--- src/hw/rtl/ltag_mul.sv ---
`timescale 1ns / 1ps

// unsigned product over two stages: half-width partial products, then their sum
module ltag_mul
#(
    parameter int AW = 32,
    parameter int BW = 32
)
(
    input  logic             clk,
    input  logic             en,
    input  logic [AW-1:0]    a,
    input  logic [BW-1:0]    b,
    output logic [AW+BW-1:0] p
);

    localparam int AL  = (AW + 1) / 2;
    localparam int AH  = AW - AL;
    localparam int BL  = (BW + 1) / 2;
    localparam int BH  = BW - BL;
    localparam int PWD = AW + BW;

    logic [AL+BL-1:0] ll_next, ll_reg;
    logic [AL+BH-1:0] lh_next, lh_reg;
    logic [AH+BL-1:0] hl_next, hl_reg;
    logic [AH+BH-1:0] hh_next, hh_reg;
    logic [PWD-1:0]   p_next, p_reg;

    always_comb
    begin
        ll_next = (AL+BL)'(a[AL-1:0]) * (AL+BL)'(b[BL-1:0]);
        lh_next = (AL+BH)'(a[AL-1:0]) * (AL+BH)'(b[BW-1:BL]);
        hl_next = (AH+BL)'(a[AW-1:AL]) * (AH+BL)'(b[BL-1:0]);
        hh_next = (AH+BH)'(a[AW-1:AL]) * (AH+BH)'(b[BW-1:BL]);
    end

    always_comb
    begin
        p_next = (PWD'(hh_reg) << (AL + BL)) + (PWD'(lh_reg) << BL)
               + (PWD'(hl_reg) << AL) + PWD'(ll_reg);
    end

    always_ff @(posedge clk)
    begin
        if (en)
        begin
            ll_reg <= ll_next;
            lh_reg <= lh_next;
            hl_reg <= hl_next;
            hh_reg <= hh_next;
            p_reg  <= p_next;
        end
    end

    assign p = p_reg;

endmodule

--- config.mk ---
export PLATFORM = sky130hd
export DESIGN_NAME = ltag_mul
export DESIGN_NICKNAME = d
export VERILOG_FILES = /design/src/hw/rtl/ltag_mul.sv
export SDC_FILE = /design/constraint.sdc
export NUM_CORES = 2
export LEC_CHECK = 0
export BUFFER_PORTS_ARGS = -buffer_cell sky130_fd_sc_hd__buf_2
export CAP_MARGIN = 20
export CELL_PAD_IN_SITES_DETAIL_PLACEMENT = 1
export CELL_PAD_IN_SITES_GLOBAL_PLACEMENT = 1
export CORE_MARGIN = 1.5
export CORE_UTILIZATION = 56
export CTS_CLUSTER_DIAMETER = 80
export CTS_CLUSTER_SIZE = 25
export DETAILED_ROUTE_END_ITERATION = 8
export PLACE_DENSITY_LB_ADDON = 0.3
export REMOVE_ABC_BUFFERS = 1
export SYNTH_ARGS = -nofsm -noshare
export SYNTH_HDL_FRONTEND = slang
export SYNTH_SLANG_ARGS = --single-unit
--- constraint.sdc ---
create_clock -name clk -period 11.22 [get_ports clk]
set_input_delay 1.122 -clock clk [delete_from_list [all_inputs] [get_ports clk]]
set_output_delay 1.122 -clock clk [all_outputs]
set_load 0.005 [all_outputs]
==> summary.txt <==
Clocking
  • Worst-skew pair later-pin latency: 0.51 ns
  • Htree depth: 4
  • Hold_buf cts: 0
  • Root Driver: clkbuf_16
  • Num CTS Buffers: 17
  • Clk slew on worst S/H paths: 0.09 ns
  • CTS tree: done
  • TritonCTS sink count: 192
  • CTS max path bufs: 2
  • Post-cts sizing count: 0
  • Post-CTS setup buffers: 0

Logic synthesis
  • Synth Cell Area: 42,030 µm²
  • Synthesis warning total: 0
  • Top cells by area, synth: fa_1 (39%), edfxtp_1 (14%), ha_1 (13%)
  • Unique masters post-synth: between 60 and 70
  • Yosys reg bits: between 150 and 200
  • Synth Flop Type: edfxtp_1
  • Dominant cell type by area after synthesis: fa_1
  • Avg Cell Area, Syn: 9.479 µm²
  • Gate Count Post-Synth: 4,434
  • Async S/R FF share, synth: 0%
  • EDFF count, synth: 192
  • Sequential share of the synthesized area: 13.72%
  • Yosys top cell area share: approximately 39%

Finish
  • Fin nets: ~5,700
  • Synth-to-Final Area Change: 4.757%
  • Multi-input gate area: 31,930 µm²
  • Ant. Diodes: 0
  • Most frequent cells in the layout: inv_1 (947), fa_1 (809), nand2_1 (631), and2_1 (473), ha_1 (448)
  • Register area: 5766 µm²
  • Most common cell after layout, fill and taps aside: inv_1
  • Max reg flops: 64
  • Fraction of layout instances using a drive strength above 1: approximately 4.8%
  • Fillers: between 8,000 and 9,000

Worst setup path
  • CP required: 11.50 ns
  • Crit path DAT: 8.24 ns
  • Crit end category: register
  • CP Launch Type: primary input
  • Critical path class: in -> reg
  • Critical-path maximum fanout: 32

Drt
  • Routed vias/inst: 5.761
  • Total number of vias: 31,080
  • Max Used Layer: met5
  • DR DRC count: 0
  • Met2 WL post-DR: roughly 59,000 µm
  • Post-route ant nets: 0
  • Initial DRC Count: 2,300
  • Router iterations before antenna repair: 5
  • Met1 wire length: slightly below 50,000 µm
  • Metal3 WL: 7959 µm
  • Final WL: 122,400 µm
  • Per-cell routed wire length: ~23 µm

STA
  • Tcrit/Tclk final: 70.94%
  • F_max: roughly 130 MHz
  • Final setup viols: 0
  • Setup_tns: 0 ns
  • Relative slew slack: 33.81%
  • Fin. Hold Viols: 0
  • RSZ-0062 raised after global routing: false
  • Tmin final: 7.960 ns
  • Slew Limit Fails: 0
  • Clock skew: 0.01792 ns
  • Worst slew pin tran: 0.9928 ns

Floorplan
  • Initial core utilization: 56.55%
  • Die area: 76,700 µm²
  • Die X: 277.0 µm
  • Die Ht: 277.0 µm
  • Row count: 100
  • IO Count: 130
  • Core area: 74,320 µm²

Placement
  • Placer congestion estimate: 0.8852
  • Number of port buffers: around 130
  • Detailed placement HPWL: 90,800 µm

Hold path
  • Hold/Removal Path Class: reg -> reg

Status
  • Status: complete, no violations

Global route
  • Initial antenna violation count: 2
  • First-pass GRT wire length: 197,800 µm
  • Vias in the first global route: 35,920
  • GRT Resource Usage Total: 33.42%
  • Largest net degree at the start of global routing: 80
  • Remaining global-route overflow: 0

Flow run
  • Max-Cap Viols: 0
## path summary, 6_finish.rpt
| path | slack (ns) | depth (start not counted) | from | to |
|---|---|---|---|---|
| min | 0.42 | 0 | ll_reg[10] | p[10] |
| min reg2reg | 0.42 | 0 | ll_reg[10] | p[10] |
| max | 3.26 | 21 | a[8] | ll_reg[26] |
| max reg2reg | 6.61 | 14 | ll_reg[17] | p[53] |
## worst max-delay path: stages
cell and delay [ns]:
buf_2 0.70, nand2_1 0.18, fa_1 0.55, fa_1 0.47
fa_1 0.54, fa_1 0.57, inv_1 0.06, fa_1 0.48
inv_1 0.06, fa_1 0.47, inv_1 0.05, ha_1 0.36
a21oi_1 0.25, o21ai_0 0.17, a221oi_1 0.58, a21boi_0 0.28
o21ai_0 0.42, nand2_1 0.10, a21oi_1 0.30, o21ai_0 0.18
xnor2_1 0.35
## routing by layer
metal	up-vias	track usage [%]
met5	-	0
met4	4	14.36
met3	264	4.691
met2	1082	55.91
met1	16330	43.62
li1	13400	-
## synth_stat cells (58+ instances only)
library cell and instances:
edfxtp_1 192, xnor2_1 97, fa_1 809, inv_1 947
clkbuf_1 203, nand2_1 631, and2_1 473, a21o_1 82
nor2_1 76, a21oi_1 124, ha_1 448, xor2_1 58
## per-stage QoR
stage | hold WS [ns] | setup WS (ns) | util [%] | area (µm²) | cells
floorplan | 0.4003 | 4.463 | - | 41250 | 4230
global placement | 0.4030 | 3.316 | 58.36 | 43380 | 5362
detailed placement | 0.4056 | 2.899 | 58.36 | 43380 | 5362
CTS | 0.4153 | 3.423 | 59.24 | 44030 | 5394
global route | 0.4186 | 3.047 | 59.24 | 44030 | 5394
finish | 0.4185 | 3.260 | 59.24 | 44030 | 5394
## final cells by class
type / instances / area share (%)
inverters: 947 / 8.074
clock inverters: 15 / 0.5115
clock buffers: 17 / 0.9662
repair buffers: 163 / 2.066
flip-flops and latches: 192 / 13.10
well taps: 969 / 2.754
multi-input cells: 3091 / 72.53
## cell families after synthesis
group	count (synthesis)	share of synthesized area, %
fa+ha+maj	1257	51.87
compound gates	363	5.567
buf+inv	1151	10.30
flops	192	13.72
simple gates	1316	15.31
xor+xnor	155	3.230
Power is not shown: default switching activity piles up to over one toggle a cycle in this logic, so the estimate is an artifact.
